<file path="src/rtl/stb_pkg.sv">
// ----------------------------------------------------------------------------
// stb_pkg: shared types and constants for the sorted record table
// Holds the request and result item layouts, operation and status codes.
// ----------------------------------------------------------------------------
`default_nettype none

package stb_pkg;

	localparam int DEPTH_DEFAULT = 32;
	localparam int MAX_RESULTS   = 32;
	localparam int REC_W         = 32;
	localparam int POS_W         = 5;

	typedef enum logic [1:0] {
		OP_APPEND = 2'd0,
		OP_SORT   = 2'd1,
		OP_SEARCH = 2'd2,
		OP_NONE   = 2'd3
	} op_t;

	typedef enum logic [1:0] {
		ST_OK        = 2'd0,
		ST_FULL      = 2'd1,
		ST_NOT_FOUND = 2'd2,
		ST_EMPTY     = 2'd3
	} status_t;

	typedef struct packed {
		logic [1:0]              operation;
		logic signed [REC_W-1:0] value;
	} req_t;

	typedef struct packed {
		logic signed [REC_W-1:0] record;
		logic [POS_W-1:0]        position;
		logic [1:0]              status;
		logic                    last;
	} rsp_t;

	typedef struct packed {
		logic valid;
		rsp_t data;
	} seq_res_t;

endpackage

`default_nettype wire

</file>
<file path="src/rtl/sorted_table_with_binary_search.sv">
// ----------------------------------------------------------------------------
// sorted_table_with_binary_search: record table with sort and search
// Sequencer and record RAM behind a registered result stage.
// ----------------------------------------------------------------------------
// Usage:
//   Request channel (req_valid / req_stall / req_data) carries one operation:
//   append a record, sort and emit the whole table, or binary search a key.
//   Result channel (res_valid / res_stall / res_data) returns the results,
//   last set on the final one of each request.
//   One request is in work at a time; req_stall stays high until its last
//   result has been handed to the output register.
//   Append: the record is written and its result issued from the dispatch
//   state. Search hit: the result follows at most log2(n)+1 probes,
//   each probe being one RAM read and compare; a miss ends with one more
//   step for the final bound check.
//   Sort of n records: exchange passes through the single RAM read port,
//   then each record is emitted with one RAM read and one output state.
//   Reset clears the record count and the control state; RAM contents are
//   left as they are and never read before written.
//   A stalled result holds in the output register; the sequencer waits for
//   the slot to free and meanwhile accepts nothing new.
// ----------------------------------------------------------------------------
`default_nettype none

module sorted_table_with_binary_search #(
	parameter int DEPTH = stb_pkg::DEPTH_DEFAULT
) (
	input  wire logic          clk,
	input  wire logic          arst_n,
	input  wire logic          req_valid,
	output logic               req_stall,
	input  wire stb_pkg::req_t req_data,
	output logic               res_valid,
	input  wire logic          res_stall,
	output stb_pkg::rsp_t      res_data
);

	import stb_pkg::*;

	localparam int IW = $clog2(DEPTH);

	seq_res_t         seq_res;
	logic             out_free;
	logic             res_valid_q;
	rsp_t             res_q;

	logic             ram_we;
	logic [IW-1:0]    ram_waddr;
	logic [REC_W-1:0] ram_wdata;
	logic             ram_re;
	logic [IW-1:0]    ram_raddr;
	logic [REC_W-1:0] ram_rdata;

	// slot is free when empty or being drained this cycle
	assign out_free = !res_valid_q || !res_stall;

	stb_seq #(
		.DEPTH(DEPTH)
	) u_seq (
		.clk       (clk),
		.arst_n    (arst_n),
		.req_valid (req_valid),
		.req_stall (req_stall),
		.req_data  (req_data),
		.out_free  (out_free),
		.res       (seq_res),
		.ram_we    (ram_we),
		.ram_waddr (ram_waddr),
		.ram_wdata (ram_wdata),
		.ram_re    (ram_re),
		.ram_raddr (ram_raddr),
		.ram_rdata (ram_rdata)
	);

	// record store
	stb_ram #(
		.WIDTH(REC_W),
		.DEPTH(DEPTH)
	) u_ram (
		.clk   (clk),
		.we    (ram_we),
		.waddr (ram_waddr),
		.wdata (ram_wdata),
		.re    (ram_re),
		.raddr (ram_raddr),
		.rdata (ram_rdata)
	);

	// output register: advance when free, hold while stalled
	always_ff @(posedge clk or negedge arst_n) begin
		if (!arst_n) begin
			res_valid_q <= 1'b0;
		end else if (out_free) begin
			res_valid_q <= seq_res.valid;
		end
	end

	always_ff @(posedge clk) begin
		if (out_free && seq_res.valid) begin
			res_q <= seq_res.data;
		end
	end

	assign res_valid = res_valid_q;
	assign res_data  = res_q;

endmodule

`default_nettype wire

</file>
<file path="src/rtl/stb_ram.sv">
// ----------------------------------------------------------------------------
// stb_ram: generic simple dual-port RAM
// One write port, one read port with registered read data.
// ----------------------------------------------------------------------------
`default_nettype none

module stb_ram #(
	parameter int WIDTH = 32,
	parameter int DEPTH = 32
) (
	input  wire logic                     clk,
	input  wire logic                     we,
	input  wire logic [$clog2(DEPTH)-1:0] waddr,
	input  wire logic [WIDTH-1:0]         wdata,
	input  wire logic                     re,
	input  wire logic [$clog2(DEPTH)-1:0] raddr,
	output logic      [WIDTH-1:0]         rdata
);

	logic [WIDTH-1:0] mem [DEPTH];

	always_ff @(posedge clk) begin
		if (we) begin
			mem[waddr] <= wdata;
		end
		if (re) begin
			rdata <= mem[raddr];
		end
	end

endmodule

`default_nettype wire

</file>
<file path="src/rtl/stb_seq.sv">
// ----------------------------------------------------------------------------
// stb_seq: operation sequencer for the sorted record table
// Runs append, exchange sort with emit, and binary search against the RAM.
// ----------------------------------------------------------------------------
`default_nettype none

module stb_seq #(
	parameter int DEPTH = stb_pkg::DEPTH_DEFAULT
) (
	input  wire logic                     clk,
	input  wire logic                     arst_n,
	input  wire logic                     req_valid,
	output logic                          req_stall,
	input  wire stb_pkg::req_t            req_data,
	input  wire logic                     out_free,
	output stb_pkg::seq_res_t             res,
	output logic                          ram_we,
	output logic [$clog2(DEPTH)-1:0]      ram_waddr,
	output logic [stb_pkg::REC_W-1:0]     ram_wdata,
	output logic                          ram_re,
	output logic [$clog2(DEPTH)-1:0]      ram_raddr,
	input  wire logic [stb_pkg::REC_W-1:0] ram_rdata
);

	import stb_pkg::*;

	localparam int IW  = $clog2(DEPTH);
	localparam int CW  = $clog2(DEPTH + 1);
	localparam int IXW = IW + 1;
	localparam int SW  = IW + 2;

	typedef enum logic [9:0] {
		S_IDLE  = 10'b00_0000_0001,
		S_DISP  = 10'b00_0000_0010,
		S_LOADI = 10'b00_0000_0100,
		S_WAITI = 10'b00_0000_1000,
		S_CMP   = 10'b00_0001_0000,
		S_WRI   = 10'b00_0010_0000,
		S_E_RD  = 10'b00_0100_0000,
		S_E_OUT = 10'b00_1000_0000,
		S_S_RD  = 10'b01_0000_0000,
		S_S_CMP = 10'b10_0000_0000
	} state_t;

	state_t                  state_q;
	logic [1:0]              op_q;
	logic signed [REC_W-1:0] val_q;
	logic [CW-1:0]           count_q;
	logic [IW-1:0]           i_q;
	logic [IW-1:0]           j_q;
	logic [IW-1:0]           k_q;
	logic signed [REC_W-1:0] cur_q;
	logic signed [SW-1:0]    lo_q;
	logic signed [SW-1:0]    hi_q;
	logic [IW-1:0]           mid_q;

	logic [IXW-1:0]          cnt_ext;
	logic [IXW-1:0]          ip2;
	logic [IXW-1:0]          jp1;
	logic [IXW-1:0]          kp1;
	logic                    full;
	logic                    swap;
	logic                    hit;
	logic                    less;
	logic                    emit_last;
	logic signed [SW-1:0]    lohi_sum;
	logic [IW-1:0]           mid_idx;
	logic                    fire;
	logic signed [REC_W-1:0] rd_s;

	assign cnt_ext   = IXW'(count_q);
	assign ip2       = IXW'(i_q) + IXW'(2);
	assign jp1       = IXW'(j_q) + IXW'(1);
	assign kp1       = IXW'(k_q) + IXW'(1);
	assign full      = (count_q == CW'(DEPTH));
	assign rd_s      = $signed(ram_rdata);
	assign swap      = (cur_q > rd_s);
	assign hit       = (rd_s == val_q);
	assign less      = (rd_s < val_q);
	assign emit_last = (kp1 == cnt_ext) || (32'(kp1) == MAX_RESULTS);
	assign lohi_sum  = lo_q + hi_q;
	assign mid_idx   = lohi_sum[IW:1];
	assign fire      = res.valid && out_free;
	assign req_stall = (state_q != S_IDLE);

	// result item for the current state
	always_comb begin
		res = '0;
		unique case (state_q)
			S_DISP: begin
				if (op_q == OP_APPEND) begin
					res.valid         = 1'b1;
					res.data.record   = val_q;
					res.data.position = full ? '0 : POS_W'(count_q);
					res.data.status   = full ? ST_FULL : ST_OK;
					res.data.last     = 1'b1;
				end else if (op_q == OP_SORT && count_q == '0) begin
					res.valid         = 1'b1;
					res.data.status   = ST_EMPTY;
					res.data.last     = 1'b1;
				end
			end
			S_E_OUT: begin
				res.valid         = 1'b1;
				res.data.record   = rd_s;
				res.data.position = POS_W'(k_q);
				res.data.status   = ST_OK;
				res.data.last     = emit_last;
			end
			S_S_RD: begin
				if (lo_q > hi_q) begin
					res.valid       = 1'b1;
					res.data.status = ST_NOT_FOUND;
					res.data.last   = 1'b1;
				end
			end
			S_S_CMP: begin
				if (hit) begin
					res.valid         = 1'b1;
					res.data.record   = val_q;
					res.data.position = POS_W'(mid_q);
					res.data.status   = ST_OK;
					res.data.last     = 1'b1;
				end
			end
			default: begin
			end
		endcase
	end

	// memory port control
	always_comb begin
		ram_we    = 1'b0;
		ram_waddr = '0;
		ram_wdata = cur_q;
		ram_re    = 1'b0;
		ram_raddr = '0;
		unique case (state_q)
			S_DISP: begin
				if (op_q == OP_APPEND && !full && out_free) begin
					ram_we    = 1'b1;
					ram_waddr = count_q[IW-1:0];
					ram_wdata = val_q;
				end
			end
			S_LOADI: begin
				ram_re    = 1'b1;
				ram_raddr = i_q;
			end
			S_WAITI: begin
				ram_re    = 1'b1;
				ram_raddr = IW'(IXW'(i_q) + IXW'(1));
			end
			S_CMP: begin
				ram_we    = swap;
				ram_waddr = j_q;
				if (jp1 < cnt_ext) begin
					ram_re    = 1'b1;
					ram_raddr = jp1[IW-1:0];
				end
			end
			S_WRI: begin
				ram_we    = 1'b1;
				ram_waddr = i_q;
			end
			S_E_RD: begin
				ram_re    = 1'b1;
				ram_raddr = k_q;
			end
			S_S_RD: begin
				if (!(lo_q > hi_q)) begin
					ram_re    = 1'b1;
					ram_raddr = mid_idx;
				end
			end
			default: begin
			end
		endcase
	end

	always_ff @(posedge clk or negedge arst_n) begin
		if (!arst_n) begin
			state_q <= S_IDLE;
			count_q <= '0;
		end else begin
			unique case (state_q)
				S_IDLE: begin
					if (req_valid) begin
						state_q <= S_DISP;
					end
				end
				S_DISP: begin
					case (op_q)
						OP_APPEND: begin
							if (out_free) begin
								if (!full) begin
									count_q <= count_q + CW'(1);
								end
								state_q <= S_IDLE;
							end
						end
						OP_SORT: begin
							if (count_q == '0) begin
								if (out_free) begin
									state_q <= S_IDLE;
								end
							end else if (cnt_ext < IXW'(2)) begin
								state_q <= S_E_RD;
							end else begin
								state_q <= S_LOADI;
							end
						end
						OP_SEARCH: state_q <= S_S_RD;
						default:   state_q <= S_IDLE;
					endcase
				end
				S_LOADI: state_q <= S_WAITI;
				S_WAITI: state_q <= S_CMP;
				S_CMP: begin
					if (!(jp1 < cnt_ext)) begin
						state_q <= S_WRI;
					end
				end
				S_WRI: begin
					// next pass while two or more records remain past this one, else emit
					state_q <= (ip2 < cnt_ext) ? S_LOADI : S_E_RD;
				end
				S_E_RD: state_q <= S_E_OUT;
				S_E_OUT: begin
					if (out_free) begin
						state_q <= emit_last ? S_IDLE : S_E_RD;
					end
				end
				S_S_RD: begin
					if (lo_q > hi_q) begin
						if (out_free) begin
							state_q <= S_IDLE;
						end
					end else begin
						state_q <= S_S_CMP;
					end
				end
				S_S_CMP: begin
					if (hit) begin
						if (out_free) begin
							state_q <= S_IDLE;
						end
					end else begin
						state_q <= S_S_RD;
					end
				end
				default: state_q <= S_IDLE;
			endcase
		end
	end

	// datapath registers, no reset needed
	always_ff @(posedge clk) begin
		unique case (state_q)
			S_IDLE: begin
				if (req_valid) begin
					op_q  <= req_data.operation;
					val_q <= req_data.value;
				end
			end
			S_DISP: begin
				i_q  <= '0;
				k_q  <= '0;
				lo_q <= '0;
				hi_q <= $signed(SW'(count_q)) - SW'(1);
			end
			S_WAITI: begin
				cur_q <= rd_s;
				j_q   <= IW'(IXW'(i_q) + IXW'(1));
			end
			S_CMP: begin
				if (swap) begin
					cur_q <= rd_s;
				end
				j_q <= jp1[IW-1:0];
			end
			S_WRI: begin
				i_q <= IW'(IXW'(i_q) + IXW'(1));
			end
			S_E_OUT: begin
				if (out_free) begin
					k_q <= kp1[IW-1:0];
				end
			end
			S_S_RD: begin
				mid_q <= mid_idx;
			end
			S_S_CMP: begin
				if (!hit) begin
					if (less) begin
						lo_q <= $signed(SW'(mid_q)) + SW'(1);
					end else begin
						hi_q <= $signed(SW'(mid_q)) - SW'(1);
					end
				end
			end
			default: begin
			end
		endcase
	end

`ifndef SYNTHESIS
	a_count_bound: assert property (@(posedge clk) disable iff (!arst_n)
		count_q <= CW'(DEPTH))
		else $error("record count above table depth");

	a_count_step: assert property (@(posedge clk) disable iff (!arst_n)
		(count_q != $past(count_q)) |-> (count_q == $past(count_q) + CW'(1)))
		else $error("record count moved by other than one append");

	a_write_state: assert property (@(posedge clk) disable iff (!arst_n)
		ram_we |-> (state_q == S_DISP || state_q == S_CMP || state_q == S_WRI))
		else $error("table write outside append or sort");

	a_fire_state: assert property (@(posedge clk) disable iff (!arst_n)
		fire |-> (state_q == S_DISP || state_q == S_E_OUT || state_q == S_S_RD ||
			state_q == S_S_CMP))
		else $error("result issued from a non-result state");
`endif

endmodule

`default_nettype wire
</file>
<file path="config.mk">
export PLATFORM = sky130hd
export DESIGN_NAME = sorted_table_with_binary_search
export DESIGN_NICKNAME = d
export VERILOG_FILES = /design/src/rtl/stb_pkg.sv /design/src/rtl/sorted_table_with_binary_search.sv /design/src/rtl/stb_ram.sv /design/src/rtl/stb_seq.sv
export SDC_FILE = /design/constraint.sdc
export NUM_CORES = 2
export LEC_CHECK = 0
export ABC_AREA = 1
export BUFFER_PORTS_ARGS = -buffer_cell sky130_fd_sc_hd__buf_2
export CAP_MARGIN = 20
export CORE_ASPECT_RATIO = 1.5
export CORE_MARGIN = 2
export CORE_UTILIZATION = 55
export CTS_BUF_LIST = sky130_fd_sc_hd__clkbuf_2
export DETAILED_ROUTE_END_ITERATION = 10
export PLACE_DENSITY = 0.69
export RECOVER_POWER = 25
export SLEW_MARGIN = 10
export SYNTH_ARGS = -nofsm -noshare
export SYNTH_HDL_FRONTEND = slang
export SYNTH_SLANG_ARGS = --single-unit
export TNS_END_PERCENT = 30
</file>
<file path="constraint.sdc">
create_clock -name clk -period 5.3 [get_ports clk]
set_input_delay 0.795 -clock clk [delete_from_list [all_inputs] [get_ports clk]]
set_output_delay 0.795 -clock clk [all_outputs]
set_load 0.01 [all_outputs]
</file>
==> impl_metrics.py <==
metrics = {
    "floorplanning": {
        "io-pin-count": 80,
        "dieArea_mm2": 0.104,
        "die_y_um": 394,
        "num_rows": 142,
        "die_x_um": 264,
        "coreArea_mm2": 0.100,
        "initial_core_util_pct": 55.6,
    },
    "power_and_ir_drop": {
        "p_leak_nw": 24.4,
        "total_power_mw": 18.9,
        "power.density_mw_per_mm2": 310,
        "vdd_drop_max_mv": 0.225,
    },
    "synth": {
        "syn_inst": 5105,
        "synth.cell_area_mm2": 0.0556,
        "avgSynthCellArea_um2": 10.9,
        "synth-seq-cells": 1212,
        "netlist.area_leader.share_pct": 64.5,
        "seq_area_frac_synth_pct": 65.3,
        "async_flop_share_pct": 1.40,
        "synth_cell_types": 44,
        "synth.largest_area_cell": "edfxtp_1",
        "synth.most_common_cell": "edfxtp_1",
        "synthesis.nets": 5237,
        "synth_edf_count": 1195,
        "synthFlopType": "edfxtp_1",
        "ys_warn_count": 0,
        "yosys-top-cells-area": "edfxtp_1 (64%), nand3_1 (9.5%), nand3b_1 (5.7%)",
        "synth_top_cells_by_count": "edfxtp_1 (1195), nand3_1 (1059), nand2_1 (818)",
    },
    "cells_and_area": {
        "fin_util_pct": 61.0,
        "final_cells": 6839,
        "final_area_mm2": 0.0610,
        "nets": 5505,
        "area_delta_synth_final_pct": 9.60,
        "drive_gt1_share_pct": 11.4,
    },
    "worst_setup_path": {
        "crit_end": "u_ram.mem[8][22]$_DFFE_PP_",
        "r2r_start": "u_seq.state_q[8]$_DFFE_PN0P_",
        "cp-end-kind": "register",
        "worstRegToRegCells": 11,
        "r2r_end": "u_ram.mem[8][22]$_DFFE_PP_",
        "crit_required_ns": 6.45,
        "cpMaxStageDelayCell": "clkinv_1",
        "worst_path_most_repeated_cell": "nand3_1",
        "critical_path.max_stage_delay_ns": 0.58,
        "cp.arrival_ns": 5.82,
        "path_max_fanout": 32,
        "worst-setup-path-type": "register to register",
        "r2r_slack_ns": 0.63,
        "crit_start": "u_seq.state_q[8]$_DFFE_PN0P_",
        "cp_cell_sequence": "nor2_2 > clkbuf_1 > nand3_1 > nor2_1 > clkinv_1 > a41oi_1 > nand3_1 > nand2_1 > nand3_2 > nor2_4 > buf_4",
        "critPathLaunchType": "register",
    },
    "global_routing": {
        "overflow": 0,
        "grt_pass1_wl_um": 229000,
        "grt_start_max_net_pins": 199,
        "track_usage_pct": 29.0,
        "grt_pass1_vias": 39300,
        "antenna_found_initial": 5,
    },
    "sta": {
        "rsz0062_at_grt": "no",
        "fin_crit_sh_pct": 88.1,
        "hold_ws_ns": 0.346,
        "tightestPinTransition_ns": 2.84,
        "final-hold-violation-count": 0,
        "finClkSkew_ns": 0.137,
        "maxSlewViolCount": 331,
        "tns_ns": 0,
        "slew_headroom_pct": -90.1,
        "setup_violations": 0,
        "min_period_ns": 4.67,
        "fin_ws_ns": 0.632,
        "max_freq_mhz": 214,
    },
    "clocking": {
        "clock_path_buffers": 4,
        "tritoncts": "done",
        "cts-buffers-inserted": 293,
        "clkSinkCount": 1212,
        "clk_latency_ns": 1.59,
        "htree_num_levels": 5,
        "clk_pin_slew_ns": 0.11,
        "cts-root-buf": "clkbuf_2",
    },
    "placement": {
        "place_ws_ns": 0.887,
        "place_hpwl_um": 85500,
        "placed_cells": 6302,
        "placed_cell_area_mm2": 0.0582,
        "numPortBuffers": 79,
        "gp_congestion": 0.923,
    },
    "routing": {
        "ant_nets": 0,
        "wl_um": 152000,
        "dr.pass1.iters": 6,
        "drc_errors": 0,
        "vias": 39600,
        "drt_iter0_drc": 4575,
        "post_drt_wl_per_cell_um": 22.2,
        "avgViaCountPerCell": 5.79,
    },
    "outcome": {
        "violations": "capacitance limit, slew limit",
        "status": "complete, but fails checks",
    },
    "flow_run": {
        "drv_cap": 10,
    },
    "min_path": {
        "hold_class": "input port to register",
    },
}
[state kept, by name, summed over array words and instances, names as in the netlist, 5 cells and up]
signal / count
u_seq.lo_q: 6
u_seq.j_q: 5
u_seq.hi_q: 7
u_seq.state_q: 10
u_seq.val_q: 32
res_data: 40
u_seq.cur_q: 32
u_ram.mem: 1024
u_ram.rdata: 32
u_seq.cnt_ext: 6
u_seq.k_q: 5
u_seq.mid_q: 5
u_seq.i_q: 5
[cells in the final DEF, fill, tap and decap left out, types with 5 or more instances in the layout]
cell type,count
nor4_1,5
nor2_1,111
o221ai_1,6
nand3_1,1059
ha_1,93
clkinv_1,44
inv_1,789
a21oi_4,7
xor2_1,20
edfxtp_1,1195
clkbuf_1,60
a21oi_2,17
o21ai_0,46
a21oi_1,59
nand3_2,5
buf_2,36
buf_12,42
o211ai_1,7
o22ai_1,26
dlygate4sd3_1,72
clkbuf_2,399
nor3_1,18
diode_2,5
clkinv_2,19
buf_4,52
nor2_4,37
nand4_1,18
dfrtp_1,16
nand2_1,818
a31oi_1,5
nand3b_1,419
[what timing repair did]
action	4_1_cts	5_1_grt
setup buffers	0	0
resized for setup	0	0
hold buffers	72	0
hold endpoints to repair	98	0
[power by group]
part           internal, mW  total (mW)  switching [mW]
Combinational         0.668        2.39            1.72
Sequential             10.7        10.9           0.123
Clock                  2.09        5.67            3.58
[cell type report]
type	count	area, µm²
Clock buffer	397	1990
Sequential cell	1212	36300
Fill cell	8072	39000
Inverter	794	2990
Timing Repair Buffer	264	2370
Antenna cell	5	12.5
Multi-Input combinational cell	2808	15400
Tap cell	1296	1620
Clock inverter	63	312
[routing by layer]
metal | track usage [%] | part of all wire (%) | vias up | wire length [µm]
met5 | 0 | 0.018 | - | 27
met4 | 13.2 | 3.6 | 4 | 5410
met3 | 6.00 | 8.8 | 344 | 13400
met2 | 49.2 | 50 | 1959 | 75700
met1 | 35.8 | 38 | 19100 | 57100
li1 | - | - | 18200 | -
[cells by family (layout without fill, tap and decap cells)]
kind of cell    count (synthesis)  count (layout)  synth area share (%)
xor+xnor                       23              23                 0.362
simple gates                 2501            2501                  22.5
fa+ha+maj                      94              94                  2.13
compound gates                190             190                  1.94
buf+inv                      1085            1518                  7.86
other cells                     0               5                     0
flops                        1212            1212                  65.3
[critical path: cells and delay by family, from the launching register on]
kind | cells | cell delay, ns
flops | 1 | 0.46
compound gates | 1 | 0.34
buf+inv | 3 | 1.59
simple gates | 7 | 1.90
[worst min-delay path by stage]
stage	start	to	slack, ns	cells past startpoint
after global placement	u_ram.rdata[31]$_DFFE_PP_	u_seq.cur_q[31]$_DFFE_PP_	0.47	0
after floorplan	u_ram.rdata[0]$_DFFE_PP_	u_seq.cur_q[0]$_DFFE_PP_	0.46	0
after detailed placement	u_ram.rdata[31]$_DFFE_PP_	u_seq.cur_q[31]$_DFFE_PP_	0.48	0
final	res_stall	res_valid$_DFFE_PN0P_	0.35	5
after CTS	res_stall	res_valid$_DFFE_PN0P_	0.19	5
after global routing	res_stall	res_valid$_DFFE_PN0P_	0.22	5
Power figures use the tool's default switching activity.
